$ cat src/hw/rtl/srrc_pkg.sv
// shared types, constants and the control program of the step rate ramp controller
// no dependencies; used by the channel interfaces, the divider and the top level
`default_nettype none

package srrc_pkg;

  // field widths
  localparam int REQ_W    = 2;
  localparam int MODE_W   = 2;
  localparam int SPEED_W  = 16;
  localparam int ACCEL_W  = 15;
  localparam int POS_W    = 32;
  localparam int TIMER_W  = 16;
  localparam int WIDE_W   = 18;

  // configuration port
  localparam int CFG_IDX_W  = 2;
  localparam int CFG_DATA_W = 32;
  localparam logic [CFG_IDX_W-1:0] CFG_MAX_ACCEL      = 2'd0;
  localparam logic [CFG_IDX_W-1:0] CFG_MAX_SPEED      = 2'd1;
  localparam logic [CFG_IDX_W-1:0] CFG_Z_TOP_LIMIT    = 2'd2;
  localparam logic [CFG_IDX_W-1:0] CFG_Z_BOTTOM_LIMIT = 2'd3;

  // register reset values
  localparam logic [ACCEL_W-1:0] MAX_ACCEL_RST = 15'd0;
  localparam logic [ACCEL_W-1:0] MAX_SPEED_RST = 15'd4000;
  localparam logic signed [POS_W-1:0] Z_TOP_RST    = 32'sd10;
  localparam logic signed [POS_W-1:0] Z_BOTTOM_RST = 32'sd0;

  // request codes
  localparam logic [REQ_W-1:0] REQ_TICK    = 2'd0;
  localparam logic [REQ_W-1:0] REQ_ENABLE  = 2'd1;
  localparam logic [REQ_W-1:0] REQ_DISABLE = 2'd2;

  // run modes
  localparam logic [MODE_W-1:0] MODE_DISABLED  = 2'd0;
  localparam logic [MODE_W-1:0] MODE_ENABLED   = 2'd1;
  localparam logic [MODE_W-1:0] MODE_DISABLING = 2'd2;

  // step clock and period limit
  localparam int DIV_W      = WIDE_W;
  localparam int DIVISOR_W  = ACCEL_W;
  localparam int DIV_CNT_W  = $clog2(DIV_W);
  localparam logic [DIV_W-1:0]   STEP_CLOCK = 18'd250000;
  localparam logic [TIMER_W-1:0] PERIOD_MAX = 16'hFFFF;

  // divider status seen by the sequencer
  typedef struct packed {
    logic             busy;
    logic [DIV_W-1:0] quotient;
  } div_stat_t;

  // micro operations
  localparam int OP_W = 4;
  localparam logic [OP_W-1:0] OP_MODE     = 4'd0;
  localparam logic [OP_W-1:0] OP_CLIP     = 4'd1;
  localparam logic [OP_W-1:0] OP_CLAMP    = 4'd2;
  localparam logic [OP_W-1:0] OP_DIVSTART = 4'd3;
  localparam logic [OP_W-1:0] OP_DIVWAIT  = 4'd4;
  localparam logic [OP_W-1:0] OP_PERIOD   = 4'd5;
  localparam logic [OP_W-1:0] OP_ELAPSED  = 4'd6;
  localparam logic [OP_W-1:0] OP_REST     = 4'd7;
  localparam logic [OP_W-1:0] OP_LOAD     = 4'd8;
  localparam logic [OP_W-1:0] OP_DONE     = 4'd9;

  // sequencing conditions
  localparam int COND_W = 3;
  localparam logic [COND_W-1:0] C_NEXT    = 3'd0;
  localparam logic [COND_W-1:0] C_NOCHG   = 3'd1;
  localparam logic [COND_W-1:0] C_FZERO   = 3'd2;
  localparam logic [COND_W-1:0] C_DIVBUSY = 3'd3;
  localparam logic [COND_W-1:0] C_OUTHOLD = 3'd4;

  // program addresses
  localparam int PC_W = 4;
  localparam logic [PC_W-1:0] PC_MODE     = 4'd0;
  localparam logic [PC_W-1:0] PC_CLIP     = 4'd1;
  localparam logic [PC_W-1:0] PC_CLAMP    = 4'd2;
  localparam logic [PC_W-1:0] PC_DIVSTART = 4'd3;
  localparam logic [PC_W-1:0] PC_DIVWAIT  = 4'd4;
  localparam logic [PC_W-1:0] PC_PERIOD   = 4'd5;
  localparam logic [PC_W-1:0] PC_ELAPSED  = 4'd6;
  localparam logic [PC_W-1:0] PC_REST     = 4'd7;
  localparam logic [PC_W-1:0] PC_LOAD     = 4'd8;
  localparam logic [PC_W-1:0] PC_DONE     = 4'd9;

  typedef struct packed {
    logic [OP_W-1:0]   op;
    logic [COND_W-1:0] cond;
    logic [PC_W-1:0]   target;
  } ucode_t;

  // control program, one word per step
  function automatic ucode_t ucode_rom(input logic [PC_W-1:0] pc);
    ucode_t w;
    unique case (pc)
      PC_MODE:     w = '{op: OP_MODE,     cond: C_NEXT,    target: PC_CLIP};
      PC_CLIP:     w = '{op: OP_CLIP,     cond: C_NOCHG,   target: PC_DONE};
      PC_CLAMP:    w = '{op: OP_CLAMP,    cond: C_NEXT,    target: PC_DIVSTART};
      PC_DIVSTART: w = '{op: OP_DIVSTART, cond: C_FZERO,   target: PC_PERIOD};
      PC_DIVWAIT:  w = '{op: OP_DIVWAIT,  cond: C_DIVBUSY, target: PC_DIVWAIT};
      PC_PERIOD:   w = '{op: OP_PERIOD,   cond: C_NEXT,    target: PC_ELAPSED};
      PC_ELAPSED:  w = '{op: OP_ELAPSED,  cond: C_NEXT,    target: PC_REST};
      PC_REST:     w = '{op: OP_REST,     cond: C_NEXT,    target: PC_LOAD};
      PC_LOAD:     w = '{op: OP_LOAD,     cond: C_NEXT,    target: PC_DONE};
      default:     w = '{op: OP_DONE,     cond: C_OUTHOLD, target: PC_MODE};
    endcase
    return w;
  endfunction

endpackage

`default_nettype wire

$ cat src/hw/rtl/srrc_if.sv
// request and result channels of the step rate ramp controller
// depends on srrc_pkg for field widths
`default_nettype none

interface srrc_cmd_if;
  logic                                   valid;
  logic                                   ready;
  logic [srrc_pkg::REQ_W-1:0]             req_type;
  logic signed [srrc_pkg::SPEED_W-1:0]    target_speed;
  logic signed [srrc_pkg::POS_W-1:0]      z_position;
  logic [srrc_pkg::TIMER_W-1:0]           timer_count;
  logic                                   counting_up;

  modport source (output valid, req_type, target_speed, z_position, timer_count,
                  counting_up, input ready);
  modport sink (input valid, req_type, target_speed, z_position, timer_count,
                counting_up, output ready);
endinterface

interface srrc_rsp_if;
  logic                                   valid;
  logic                                   ready;
  logic [srrc_pkg::MODE_W-1:0]            mode;
  logic signed [srrc_pkg::SPEED_W-1:0]    speed_now;
  logic                                   step_direction;
  logic [srrc_pkg::TIMER_W-1:0]           step_period;
  logic [srrc_pkg::TIMER_W-1:0]           counter_load;
  logic                                   timer_write;
  logic                                   handoff;
  logic                                   overrun;

  modport source (output valid, mode, speed_now, step_direction, step_period,
                  counter_load, timer_write, handoff, overrun, input ready);
  modport sink (input valid, mode, speed_now, step_direction, step_period,
                counter_load, timer_write, handoff, overrun, output ready);
endinterface

`default_nettype wire

$ cat src/hw/rtl/step_rate_ramp_controller.sv
// step rate ramp controller: a tick whose speed changes runs every step of the program
// from transfer to result register, the bit-serial period divider included; a tick to
// zero speed skips the divider, and a request or a tick at target speed ends after the
// clip step. One item is in work at a time. The result register lets the next item start
// while a result waits. Synchronous reset clears mode, speed, direction, last period and
// the configuration registers to their defaults; no clearing pass.
`default_nettype none

module step_rate_ramp_controller (
  input  logic                              clk,
  input  logic                              rst,
  srrc_cmd_if.sink                          cmd,
  srrc_rsp_if.source                        rsp,
  input  logic                              wr_en,
  input  logic [srrc_pkg::CFG_IDX_W-1:0]    wr_index,
  input  logic [srrc_pkg::CFG_DATA_W-1:0]   wr_data
);

  localparam int W  = srrc_pkg::WIDE_W;
  localparam int SW = srrc_pkg::SPEED_W;
  localparam int TW = srrc_pkg::TIMER_W;

  // configuration registers
  logic [srrc_pkg::ACCEL_W-1:0]      max_accel;
  logic [srrc_pkg::ACCEL_W-1:0]      max_speed;
  logic signed [srrc_pkg::POS_W-1:0] z_top_limit;
  logic signed [srrc_pkg::POS_W-1:0] z_bottom_limit;

  // sequencer
  logic                        busy;
  logic [srrc_pkg::PC_W-1:0]   pc;
  logic [srrc_pkg::PC_W-1:0]   pc_next;
  logic                        finish;
  srrc_pkg::ucode_t            uc;
  logic                        accept;
  logic                        out_free;

  // captured item
  logic [srrc_pkg::REQ_W-1:0]        req;
  logic signed [SW-1:0]              target;
  logic signed [srrc_pkg::POS_W-1:0] zpos;
  logic [TW-1:0]                     tcount;
  logic                              up;

  // block state
  logic [srrc_pkg::MODE_W-1:0]  mode;
  logic signed [SW-1:0]         speed;
  logic                         dir;
  logic [TW-1:0]                last_period;

  // datapath registers
  logic signed [W-1:0]            delta;
  logic                           chg;
  logic signed [W-1:0]            sum;
  logic [srrc_pkg::ACCEL_W-1:0]   freq;
  logic [TW-1:0]                  period;
  logic [TW-1:0]                  elapsed;
  logic [TW-1:0]                  rest;
  logic [TW-1:0]                  load;
  logic                           twrite;
  logic                           handoff;
  logic                           overrun;

  // result register
  logic                         rsp_valid;
  logic [srrc_pkg::MODE_W-1:0]  rsp_mode;
  logic signed [SW-1:0]         rsp_speed;
  logic                         rsp_dir;
  logic [TW-1:0]                rsp_period;
  logic [TW-1:0]                rsp_load;
  logic                         rsp_twrite;
  logic                         rsp_handoff;
  logic                         rsp_overrun;

  // datapath logic
  logic signed [W-1:0]            tgt_wide;
  logic signed [W-1:0]            speed_wide;
  logic signed [W-1:0]            delta_calc;
  logic signed [W-1:0]            accel_wide;
  logic signed [W-1:0]            clipped;
  logic signed [W-1:0]            sum_calc;
  logic signed [W-1:0]            mspd_wide;
  logic signed [W-1:0]            clamped;
  logic signed [W-1:0]            clamped_neg;
  logic [srrc_pkg::ACCEL_W-1:0]   freq_calc;
  logic [TW-1:0]                  period_calc;
  logic [TW-1:0]                  elapsed_calc;
  logic [TW-1:0]                  rest_calc;
  logic [TW-1:0]                  load_calc;
  logic                           z_out;

  srrc_pkg::div_stat_t div_stat;
  logic                div_start;

  assign uc       = srrc_pkg::ucode_rom(pc);
  assign accept   = cmd.valid && !busy;
  assign out_free = !rsp_valid || rsp.ready;
  assign cmd.ready = !busy;

  // period divider
  assign div_start = busy && (uc.op == srrc_pkg::OP_DIVSTART) && (freq != '0);

  srrc_div u_div (
    .clk      (clk),
    .rst      (rst),
    .start    (div_start),
    .dividend (srrc_pkg::STEP_CLOCK),
    .divisor  (freq),
    .stat     (div_stat)
  );

  // next step of the program
  always_comb begin
    pc_next = pc + 1'b1;
    finish  = 1'b0;
    unique case (uc.cond)
      srrc_pkg::C_NOCHG: begin
        if (!chg) pc_next = uc.target;
      end
      srrc_pkg::C_FZERO: begin
        if (freq == '0) pc_next = uc.target;
      end
      srrc_pkg::C_DIVBUSY: begin
        if (div_stat.busy) pc_next = pc;
      end
      srrc_pkg::C_OUTHOLD: begin
        if (out_free) begin
          finish  = 1'b1;
          pc_next = uc.target;
        end else begin
          pc_next = pc;
        end
      end
      default: ;
    endcase
  end

  // speed target, delta and overrun check
  always_comb begin
    speed_wide = {{(W-SW){speed[SW-1]}}, speed};
    tgt_wide   = (mode == srrc_pkg::MODE_ENABLED) ? {{(W-SW){target[SW-1]}}, target} : '0;
    delta_calc = tgt_wide - speed_wide;
    z_out      = (zpos > z_top_limit) || (zpos < z_bottom_limit);
  end

  // acceleration clip and speed clamp
  always_comb begin
    accel_wide = {{(W-srrc_pkg::ACCEL_W){1'b0}}, max_accel};
    if (delta > accel_wide) begin
      clipped = accel_wide;
    end else if (delta < -accel_wide) begin
      clipped = -accel_wide;
    end else begin
      clipped = delta;
    end
    sum_calc  = speed_wide + clipped;
    mspd_wide = {{(W-srrc_pkg::ACCEL_W){1'b0}}, max_speed};
    if (sum > mspd_wide) begin
      clamped = mspd_wide;
    end else if (sum < -mspd_wide) begin
      clamped = -mspd_wide;
    end else begin
      clamped = sum;
    end
    clamped_neg = -clamped;
    freq_calc   = clamped[W-1] ? clamped_neg[srrc_pkg::ACCEL_W-1:0]
                               : clamped[srrc_pkg::ACCEL_W-1:0];
  end

  // period and phase preserving reload
  always_comb begin
    if (freq == '0) begin
      period_calc = srrc_pkg::PERIOD_MAX;
    end else if (div_stat.quotient > {{(W-TW){1'b0}}, srrc_pkg::PERIOD_MAX}) begin
      period_calc = srrc_pkg::PERIOD_MAX;
    end else begin
      period_calc = div_stat.quotient[TW-1:0];
    end
    elapsed_calc = up ? tcount : last_period - tcount;
    rest_calc    = (elapsed > period) ? '0 : period - elapsed;
    load_calc    = up ? period - rest : rest;
  end

  // configuration writes
  always_ff @(posedge clk) begin
    if (rst) begin
      max_accel      <= srrc_pkg::MAX_ACCEL_RST;
      max_speed      <= srrc_pkg::MAX_SPEED_RST;
      z_top_limit    <= srrc_pkg::Z_TOP_RST;
      z_bottom_limit <= srrc_pkg::Z_BOTTOM_RST;
    end else if (wr_en) begin
      unique case (wr_index)
        srrc_pkg::CFG_MAX_ACCEL:   max_accel      <= wr_data[srrc_pkg::ACCEL_W-1:0];
        srrc_pkg::CFG_MAX_SPEED:   max_speed      <= wr_data[srrc_pkg::ACCEL_W-1:0];
        srrc_pkg::CFG_Z_TOP_LIMIT: z_top_limit    <= wr_data[srrc_pkg::POS_W-1:0];
        default:                   z_bottom_limit <= wr_data[srrc_pkg::POS_W-1:0];
      endcase
    end
  end

  // sequencer control
  always_ff @(posedge clk) begin
    if (rst) begin
      busy <= 1'b0;
      pc   <= srrc_pkg::PC_MODE;
    end else if (!busy) begin
      if (accept) begin
        busy <= 1'b1;
        pc   <= srrc_pkg::PC_MODE;
      end
    end else begin
      pc <= pc_next;
      if (finish) busy <= 1'b0;
    end
  end

  // item capture
  always_ff @(posedge clk) begin
    if (accept) begin
      req    <= cmd.req_type;
      target <= cmd.target_speed;
      zpos   <= cmd.z_position;
      tcount <= cmd.timer_count;
      up     <= cmd.counting_up;
    end
  end

  // block state updated by the program
  always_ff @(posedge clk) begin
    if (rst) begin
      mode        <= srrc_pkg::MODE_DISABLED;
      speed       <= '0;
      dir         <= 1'b1;
      last_period <= srrc_pkg::PERIOD_MAX;
    end else if (busy) begin
      case (uc.op)
        srrc_pkg::OP_MODE: begin
          case (req)
            srrc_pkg::REQ_ENABLE: mode <= srrc_pkg::MODE_ENABLED;
            srrc_pkg::REQ_DISABLE: begin
              if (mode == srrc_pkg::MODE_ENABLED) mode <= srrc_pkg::MODE_DISABLING;
            end
            srrc_pkg::REQ_TICK: begin
              if (mode == srrc_pkg::MODE_DISABLING && speed == '0) begin
                mode <= srrc_pkg::MODE_DISABLED;
              end
            end
            default: ;
          endcase
        end
        srrc_pkg::OP_CLAMP: begin
          speed <= clamped[SW-1:0];
          dir   <= !clamped[W-1];
        end
        srrc_pkg::OP_LOAD: last_period <= period;
        default: ;
      endcase
    end
  end

  // working registers of one item
  always_ff @(posedge clk) begin
    if (accept) begin
      twrite  <= 1'b0;
      load    <= '0;
      handoff <= 1'b0;
      overrun <= 1'b0;
    end else if (busy) begin
      case (uc.op)
        srrc_pkg::OP_MODE: begin
          delta   <= delta_calc;
          chg     <= (req == srrc_pkg::REQ_TICK) && (delta_calc != '0);
          handoff <= (req == srrc_pkg::REQ_TICK) && (mode == srrc_pkg::MODE_DISABLING)
                     && (speed == '0);
          overrun <= (req == srrc_pkg::REQ_TICK) && (mode == srrc_pkg::MODE_ENABLED) && z_out;
        end
        srrc_pkg::OP_CLIP:    sum     <= sum_calc;
        srrc_pkg::OP_CLAMP:   freq    <= freq_calc;
        srrc_pkg::OP_PERIOD:  period  <= period_calc;
        srrc_pkg::OP_ELAPSED: elapsed <= elapsed_calc;
        srrc_pkg::OP_REST:    rest    <= rest_calc;
        srrc_pkg::OP_LOAD: begin
          load   <= load_calc;
          twrite <= 1'b1;
        end
        default: ;
      endcase
    end
  end

  // result register
  always_ff @(posedge clk) begin
    if (rst) begin
      rsp_valid <= 1'b0;
    end else if (busy && finish) begin
      rsp_valid <= 1'b1;
    end else if (rsp.ready) begin
      rsp_valid <= 1'b0;
    end
  end

  always_ff @(posedge clk) begin
    if (busy && finish) begin
      rsp_mode    <= mode;
      rsp_speed   <= speed;
      rsp_dir     <= dir;
      rsp_period  <= last_period;
      rsp_load    <= load;
      rsp_twrite  <= twrite;
      rsp_handoff <= handoff;
      rsp_overrun <= overrun;
    end
  end

  assign rsp.valid          = rsp_valid;
  assign rsp.mode           = rsp_mode;
  assign rsp.speed_now      = rsp_speed;
  assign rsp.step_direction = rsp_dir;
  assign rsp.step_period    = rsp_period;
  assign rsp.counter_load   = rsp_load;
  assign rsp.timer_write    = rsp_twrite;
  assign rsp.handoff        = rsp_handoff;
  assign rsp.overrun        = rsp_overrun;

endmodule

`default_nettype wire

$ cat src/hw/rtl/srrc_div.sv
// restoring divider, one quotient bit per cycle
// depends on srrc_pkg for widths and the status struct
`default_nettype none

module srrc_div (
  input  logic                             clk,
  input  logic                             rst,
  input  logic                             start,
  input  logic [srrc_pkg::DIV_W-1:0]       dividend,
  input  logic [srrc_pkg::DIVISOR_W-1:0]   divisor,
  output srrc_pkg::div_stat_t              stat
);

  logic                              busy;
  logic [srrc_pkg::DIV_CNT_W-1:0]    cnt;
  logic [srrc_pkg::DIV_W-1:0]        quo;
  logic [srrc_pkg::DIVISOR_W-1:0]    rem;
  logic [srrc_pkg::DIVISOR_W:0]      rem_shift;
  logic [srrc_pkg::DIVISOR_W:0]      rem_sub;
  logic                              fits;

  // shift in the next dividend bit and trial subtract
  always_comb begin
    rem_shift = {rem, quo[srrc_pkg::DIV_W-1]};
    fits      = rem_shift >= {1'b0, divisor};
    rem_sub   = rem_shift - {1'b0, divisor};
  end

  // iteration control
  always_ff @(posedge clk) begin
    if (rst) begin
      busy <= 1'b0;
      cnt  <= '0;
    end else if (start) begin
      busy <= 1'b1;
      cnt  <= srrc_pkg::DIV_CNT_W'(srrc_pkg::DIV_W - 1);
    end else if (busy) begin
      cnt <= cnt - 1'b1;
      if (cnt == '0) begin
        busy <= 1'b0;
      end
    end
  end

  // quotient and remainder
  always_ff @(posedge clk) begin
    if (start) begin
      quo <= dividend;
      rem <= '0;
    end else if (busy) begin
      quo <= {quo[srrc_pkg::DIV_W-2:0], fits};
      rem <= fits ? rem_sub[srrc_pkg::DIVISOR_W-1:0] : rem_shift[srrc_pkg::DIVISOR_W-1:0];
    end
  end

  assign stat.busy     = busy;
  assign stat.quotient = quo;

endmodule

`default_nettype wire

$ cat src/flat_wrapper.sv
// flat-port wrapper written by rule: the top's interface ports become plain ports
module step_rate_ramp_controller_flat 
  (clk, rst, wr_en, wr_index, wr_data, cmd_valid, cmd_req_type, cmd_target_speed, cmd_z_position, cmd_timer_count, cmd_counting_up, cmd_ready, rsp_valid, rsp_mode, rsp_speed_now, rsp_step_direction, rsp_step_period, rsp_counter_load, rsp_timer_write, rsp_handoff, rsp_overrun, rsp_ready);
  srrc_cmd_if cmd_i ();
  srrc_rsp_if rsp_i ();
  input  logic clk;
  input  logic rst;
  input  logic wr_en;
  input  logic [srrc_pkg::CFG_IDX_W-1:0] wr_index;
  input  logic [srrc_pkg::CFG_DATA_W-1:0] wr_data;
  input wire logic [$bits(cmd_i.valid)-1:0] cmd_valid;
  input wire logic [$bits(cmd_i.req_type)-1:0] cmd_req_type;
  input wire logic [$bits(cmd_i.target_speed)-1:0] cmd_target_speed;
  input wire logic [$bits(cmd_i.z_position)-1:0] cmd_z_position;
  input wire logic [$bits(cmd_i.timer_count)-1:0] cmd_timer_count;
  input wire logic [$bits(cmd_i.counting_up)-1:0] cmd_counting_up;
  output wire logic [$bits(cmd_i.ready)-1:0] cmd_ready;
  output wire logic [$bits(rsp_i.valid)-1:0] rsp_valid;
  output wire logic [$bits(rsp_i.mode)-1:0] rsp_mode;
  output wire logic [$bits(rsp_i.speed_now)-1:0] rsp_speed_now;
  output wire logic [$bits(rsp_i.step_direction)-1:0] rsp_step_direction;
  output wire logic [$bits(rsp_i.step_period)-1:0] rsp_step_period;
  output wire logic [$bits(rsp_i.counter_load)-1:0] rsp_counter_load;
  output wire logic [$bits(rsp_i.timer_write)-1:0] rsp_timer_write;
  output wire logic [$bits(rsp_i.handoff)-1:0] rsp_handoff;
  output wire logic [$bits(rsp_i.overrun)-1:0] rsp_overrun;
  input wire logic [$bits(rsp_i.ready)-1:0] rsp_ready;
  assign cmd_i.valid = cmd_valid;
  assign cmd_i.req_type = cmd_req_type;
  assign cmd_i.target_speed = cmd_target_speed;
  assign cmd_i.z_position = cmd_z_position;
  assign cmd_i.timer_count = cmd_timer_count;
  assign cmd_i.counting_up = cmd_counting_up;
  assign cmd_ready = cmd_i.ready;
  assign rsp_valid = rsp_i.valid;
  assign rsp_mode = rsp_i.mode;
  assign rsp_speed_now = rsp_i.speed_now;
  assign rsp_step_direction = rsp_i.step_direction;
  assign rsp_step_period = rsp_i.step_period;
  assign rsp_counter_load = rsp_i.counter_load;
  assign rsp_timer_write = rsp_i.timer_write;
  assign rsp_handoff = rsp_i.handoff;
  assign rsp_overrun = rsp_i.overrun;
  assign rsp_i.ready = rsp_ready;
  step_rate_ramp_controller u_core (.clk(clk), .rst(rst), .cmd(cmd_i), .rsp(rsp_i), .wr_en(wr_en), .wr_index(wr_index), .wr_data(wr_data));
endmodule
$ cat config.mk
export PLATFORM = sky130hd
export DESIGN_NAME = step_rate_ramp_controller_flat
export DESIGN_NICKNAME = d
export VERILOG_FILES = /design/src/hw/rtl/srrc_pkg.sv /design/src/hw/rtl/srrc_if.sv /design/src/hw/rtl/step_rate_ramp_controller.sv /design/src/hw/rtl/srrc_div.sv /design/src/flat_wrapper.sv
export SDC_FILE = /design/constraint.sdc
export NUM_CORES = 1
export LEC_CHECK = 0
export ABC_AREA = 1
export BUFFER_PORTS_ARGS = -buffer_cell sky130_fd_sc_hd__buf_2
export CAP_MARGIN = 20
export CORE_MARGIN = 1
export CORE_UTILIZATION = 41
export DETAILED_ROUTE_END_ITERATION = 10
export GPL_TIMING_DRIVEN = 1
export PLACE_DENSITY_LB_ADDON = 0.3
export RECOVER_POWER = 50
export SETUP_SLACK_MARGIN = 0.4
export SYNTH_ARGS = -nofsm -noshare
export SYNTH_HDL_FRONTEND = slang
export SYNTH_SLANG_ARGS = --single-unit
$ cat constraint.sdc
create_clock -name clk -period 10.2 [get_ports clk]
set_input_delay 1.02 -clock clk [delete_from_list [all_inputs] [get_ports clk]]
set_output_delay 1.02 -clock clk [all_outputs]
set_load 0.02 [all_outputs]
After elaboration in Yosys (flattened, before gate mapping). Memory sizes are Yosys's and may differ from the RTL's. A register that Yosys moved wholly into a read port is not among the register bits. Cells that the tools add are included.

Register bits after elaboration: 414. Latch bits: 0. RAM bits: 0. Memory bits (read-only): 176. Input port bits: 106. Output and inout bits: 56. Word-level logic and storage cells: 162. Memories kept: 1.

Memories: (no name shown) (words 16, width 11, rd ports 1, clocked after memory_dff 1, wr ports 0, line srrc_pkg.sv:96) `unique case (pc)`.

Add/sub/neg operators: 11. Multipliers: 0. Divide/modulo/power cells: 0. Order comparisons: 9. Equal/unequal tests: 21. Shifts and indexed selects: 0. Muxes and demuxes: 33. Bitwise logic cells: 2. Reduce and logical (&&, ||, !) cells: 45.

Operators by type and width (number): 2-to-1 mux 18 bit (5); subtractor 16 bit (3); greater-than comparator 18 x 16 -> 1 bit (2); less-than comparator 18 bit (2); negator 15 -> 18 bit (2); greater-than comparator 32 bit (1); less-than comparator 32 bit (1); 2-to-1 mux 16 bit (2); 2-to-1 mux 4 bit (8); 2-to-1 mux 15 bit (2); AND reduction 3 bit (7); adder 16 x 18 -> 18 bit (1); greater-than comparator 18 x 16 -> 1 bit (second input constant) (1); nonzero test 18 bit (1); subtractor 18 x 16 -> 18 bit (1); >= comparator 16 x 15 -> 1 bit (1); greater-than comparator 16 bit (1); zero test 16 bit (1); case mux 4 bit (4 select lines) (1); zero test 15 bit (1); negator 15 bit (1); nonzero test 15 bit (1); subtractor 15 bit (1); AND reduction 2 bit (7); other kinds (29) (67).

Logic depth before layout (Yosys ltp).
Word-level depth: 7. Depth in mapped cells: 35. Mapped depth without buffers: 35.

By module. From an unflattened synthesis, not the netlist that was laid out.

Cells, all modules: 2961. Area total of the unflattened synthesis: 24821.3 sq um.

By module, submodules not included: step_rate_ramp_controller (times used 1, cells each 2540, area an instance 21944.8 sq um, seq. area each 9939.5 sq um); srrc_div (times used 1, cells each 421, area an instance 2876.5 sq um, seq. area each 960.9 sq um).

Least setup slack after synthesis. Ideal clock, no wire load.

Path kind: reg2reg. Start point: reg u_core.max_accel[0] in the netlist's numbering. End point: reg u_core.sum[14], data pin. Setup time: 0.265 ns. Data arrival time: 4.849 ns. Data required time: 9.935 ns. Setup slack: 5.086 ns. Stages on the path, launching flop included: 35. Path buffers: 1. Period minus slack after synthesis: 5.114 ns. Cell sequence: dfxtp_1 inv_1 ha_1 nand3_1 nor3_1 nand2_1 nor2_1 nand3_1 nor2_1 nand2_1 o21ai_0 nand2_1 ha_1 nand2_1 inv_1 o21ai_0 nand2_1 nor2_1 nand3_1 or2_2 nand2_1 inv_1 clkbuf_1 o21ai_0 o21ai_0 fa_1 nand3_1 nand2_1 a21oi_1 o21bai_1 a21boi_0 o21ai_0 a31oi_1 o21ai_0 xor2_1.

Word-level cells in the longest chain between the ends: 5. Elaborated cells on any way between the ends: 6. Those cells by class: 2 x add/sub; 2 x order compare; 2 x mux.

RTL lines: from (decl) (line step_rate_ramp_controller.sv:24) `logic [srrc_pkg::ACCEL_W-1:0] max_accel;`; from (signal assigned) (line step_rate_ramp_controller.sv:187) `max_accel <= srrc_pkg::MAX_ACCEL_RST;`; from (signal assigned) (line step_rate_ramp_controller.sv:193) `srrc_pkg::CFG_MAX_ACCEL: max_accel <= wr_data[srrc_pkg::ACCEL_W-1:0];`; negator 15 -> 18 bit (line step_rate_ramp_controller.sv:151, step_rate_ramp_controller.sv:152); less-than comparator 18 bit (line step_rate_ramp_controller.sv:151) `end else if (delta < -accel_wide) begin`; 2-to-1 mux 18 bit (line step_rate_ramp_controller.sv:151); 2-to-1 mux 18 bit * (line step_rate_ramp_controller.sv:149) `if (delta > accel_wide) begin`; adder 16 x 18 -> 18 bit * (line step_rate_ramp_controller.sv:156) `sum_calc = speed_wide + clipped;`; named net u_core.sum_calc[14] (line step_rate_ramp_controller.sv:81) `logic signed [W-1:0] sum_calc;`; to (signal assigned) (line step_rate_ramp_controller.sv:277) `srrc_pkg::OP_CLIP: sum <= sum_calc;`; to (decl) (line step_rate_ramp_controller.sv:54) `logic signed [W-1:0] sum;`.

The timed path passes the listed nets; every way through them passes the cells marked *. A chain may end at the register's enable or synchronous reset.

Worst setup path after layout. Same ends and word-level chain as after synthesis.

==> flow_metrics.py <==
metrics = {
    "status": {
        "status": "finished with violations",
        "violations": "max-capacitance violations, max-slew violations",
    },
    "run": {
        "cap_viol_max_count": 3,
    },
    "pwr": {
        "netSwitchingFraction_pct": 26.8,
        "ir_drop_mv": 0.129,
        "power_mw": 4.61,
        "pwr_density_cell_mw_per_mm2": 168,
        "power.switching_mw": 1.23,
        "seq_power_share_pct": 42.4,
        "power_frac_clock_pct": 42.1,
        "power.share.combinational_pct": 15.5,
        "internal-power_mw": 3.37,
        "power.leakage_nw": 12.3,
    },
    "placed_design": {
        "portBuffers": 161,
        "pre_cts_slack_ns": 3.99,
        "gpl.final_weighted_congestion": 0.904,
        "detailed_place_hpwl_microns": 45200,
        "place_inst": 3718,
    },
    "critical_path": {
        "crit_path_top_delay_cell": "inv_1",
        "endpoint": "u_core.sum[14]",
        "slowest_delay_ns": 0.57,
        "r2r-end": "u_core.sum[14]",
        "reg2regPathDepth": 33,
        "cp-start-kind": "register",
        "reg2reg_from": "u_core.max_accel[0]",
        "rrSetupSlack_ns": 4.04,
        "path_max_fanout": 32,
        "cp-end-kind": "register",
        "cp.arrival_ns": 6.49,
        "crit_required_ns": 10.53,
        "crit_top_cell": "nand2_1",
        "worst-setup-path-type": "register to register",
        "critPathLaunch": "u_core.max_accel[0]",
    },
    "cts": {
        "clk_path_buf_depth": 3,
        "cts_made_buffers": 48,
        "post_cts_buffers": 0,
        "post_cts_resized": 0,
        "ctsHoldBuffers": 0,
        "clk_latency_ns": 0.60,
        "cts.htree.levels": 2,
        "cts_sinks": 425,
        "cts.reportedPaths.clkPinSlew_ns": 0.06,
        "clockRootBuffer": "clkbuf_16",
        "cts_tree": "yes",
    },
    "yosys": {
        "synthArstFlopShare_pct": 0,
        "synth_area_leaders": "edfxtp_1 (28%), dfxtp_1 (17%), ha_1 (12%)",
        "synthDominantCellAreaShare_pct": 27.6,
        "syn-num-nets": 3193,
        "synthCells": 2848,
        "yosysWarnings": 0,
        "synth_top_area_cell": "edfxtp_1",
        "synth_edf_count": 221,
        "synth_area_per_cell_sq_um": 8.45,
        "seq_area_frac_synth_pct": 44.5,
        "syn_area_sq_mm": 0.0241,
        "ys_ff_latch": 425,
        "ys.flop_type": "edfxtp_1",
        "yosysUniqueCellTypes": 55,
    },
    "global_routing": {
        "grt_pass1_vias": 18215,
        "grt_max_degree": 104,
        "globalRoute.totalOverflow": 0,
        "grt_pass1_wl_microns": 95500,
        "grt_antenna_before_repair": 2,
        "track_usage_pct": 20.1,
    },
    "timing": {
        "fin_setup_tns_ns": 0,
        "drv_slew": 94,
        "fin_worst_skew_ns": 0.0301,
        "final_hold_viol_count": 0,
        "timing.final.crit_share_pct": 60.4,
        "rsz0062_at_grt": "no",
        "setup_ws_ns": 4.04,
        "fmax_ghz": 0.162,
        "max_slew_margin_pct": -47.9,
        "fin_crit_ns": 6.16,
        "worst_slew_pin_slew_ns": 2.21,
        "setup_viol": 0,
    },
    "layout": {
        "finalCoreUtilization_pct": 47.4,
        "final_common_cell": "nand2_1",
        "final_cell_mix": "nand2_1 (519), inv_1 (410), a21oi_1 (306), ha_1 (233), o21ai_0 (232)",
        "layout-drive-gt1-share_pct": 8.87,
        "nets": 3348,
        "area_delta_synth_final_pct": 13.8,
        "fin_cells": 3810,
    },
    "routing": {
        "vias": 19124,
        "route.detailed.drc": 0,
        "drtIter0Drc": 873,
        "routed_wirelength_microns": 60000,
        "dr.pass1.iters": 5,
        "wl_per_cell_microns": 15.7,
        "avgViaCountPerCell": 5.02,
        "drtAntennaViolNets": 0,
    },
    "floorplanning": {
        "num_io_pins": 162,
        "die_area_sq_mm": 0.0597,
        "die_w_microns": 244,
        "rows": 88,
        "die_h_microns": 244,
        "placeableCoreArea_sq_mm": 0.0578,
        "start_util_pct": 41.6,
    },
    "worst_hold_path": {
        "hp-class": "register to register",
    },
}
## cell families (layout without fill, tap and decap cells)
kind of cell | count (synthesis) | after routing | share of synthesized area [%]
AO/OA/AOI/OAI | 661 | 661 | 14.9
XOR/XNOR | 88 | 88 | 3.26
adder cells (fa/ha/maj) | 239 | 239 | 12.6
buffers and inverters | 494 | 689 | 7.87
flip-flops | 425 | 425 | 44.5
multiplexers | 1 | 1 | 0.0468
other | 0 | 2 | 0
AND/OR/NAND/NOR | 940 | 940 | 16.8
## area by class of cell
type / count / area (sq um)
antenna: 2 / 5.00
clock inverter: 29 / 419
sequential: 425 / 10700
multi-input combinational: 1929 / 11500
clock buffer: 61 / 1390
fill: 5637 / 30400
inverter: 420 / 1580
tap: 765 / 957
timing repair buffer: 179 / 856
## worst min path at each step
stage	from	to	slack (ns)	cells after the start
finish	u_core.load[2]	u_core.rsp.counter_load[2]	0.43	0
global route	u_core.handoff	u_core.rsp.handoff	0.44	0
CTS	u_core.load[2]	u_core.rsp.counter_load[2]	0.43	0
detailed placement	u_core.load[2]	u_core.rsp.counter_load[2]	0.41	0
global placement	u_core.load[5]	u_core.rsp.counter_load[5]	0.41	0
floorplan	u_core.load[0]	u_core.rsp.counter_load[0]	0.40	0
## synth_stat cells, types with 3 or more instances
cell        n
nand2_1   519
inv_1     411
a21oi_1   306
ha_1      233
o21ai_0   232
edfxtp_1  221
dfxtp_1   204
nor2_1    183
nand3_1   115
clkbuf_1   66
xor2_1     66
o211ai_1   37
nand4_1    26
nor3_1     24
xnor2_1    21
a211oi_1   13
nor4_1     12
o21ai_1    12
a21o_1     11
a31oi_1    11
or2_2      11
nand3b_1   10
a21boi_0    9
nand2_2     9
nor2_2      8
fa_1        6
nand3_2     6
inv_2       5
o21ai_2     5
o21bai_1    5
o31ai_1     5
clkinv_1    4
nor2_4      4
a221oi_1    3
buf_4       3
nor3b_1     3
o21a_1      3
o22ai_1     3
## metrics by stage
stage               instance area (sq um)  hold WS [ns]
floorplan                           24100         0.403
global placement                    25700         0.410
detailed placement                  25700         0.412
CTS                                 27500         0.426
global route                        27400         0.442
finish                              27400         0.426
## power by group through the flow
stage               sequential [mW]  clock (mW)  combinational [mW]
floorplan                      1.96           0               0.546
global placement               1.99           0               0.705
detailed placement             1.99           0               0.716
CTS                            1.95        1.99               0.719
global route                   1.96        2.06               0.827
finish                         1.95        1.94               0.715
## worst max-delay path: cells and delay by family, from the launching register on
kind / cells / cell delay (ns)
AND/OR/NAND/NOR: 16 / 1.92
AO/OA/AOI/OAI: 9 / 1.62
adder cells (fa/ha/maj): 3 / 0.96
buffers and inverters: 3 / 0.76
XOR/XNOR: 2 / 0.32
flip-flops: 1 / 0.31
## sequential cells by signal (all words and copies together), names as in the netlist, 18 cells and up
signal                 cells
u_core.z_top_limit        32
u_core.z_bottom_limit     32
u_core.u_div.quo          18
u_core.delta              18
u_core.zpos               32
u_core.sum                18
## per-layer routing
layer | share of wire (%) | vias to the layer above | global-route usage [%]
li1 | - | 9942 | -
met1 | 45 | 8693 | 25.3
met2 | 48 | 369 | 34.8
met3 | 4.2 | 120 | 2.71
met4 | 3.6 | 0 | 7.44
met5 | 0 | - | 0
Power figures use the tool's default switching activity.
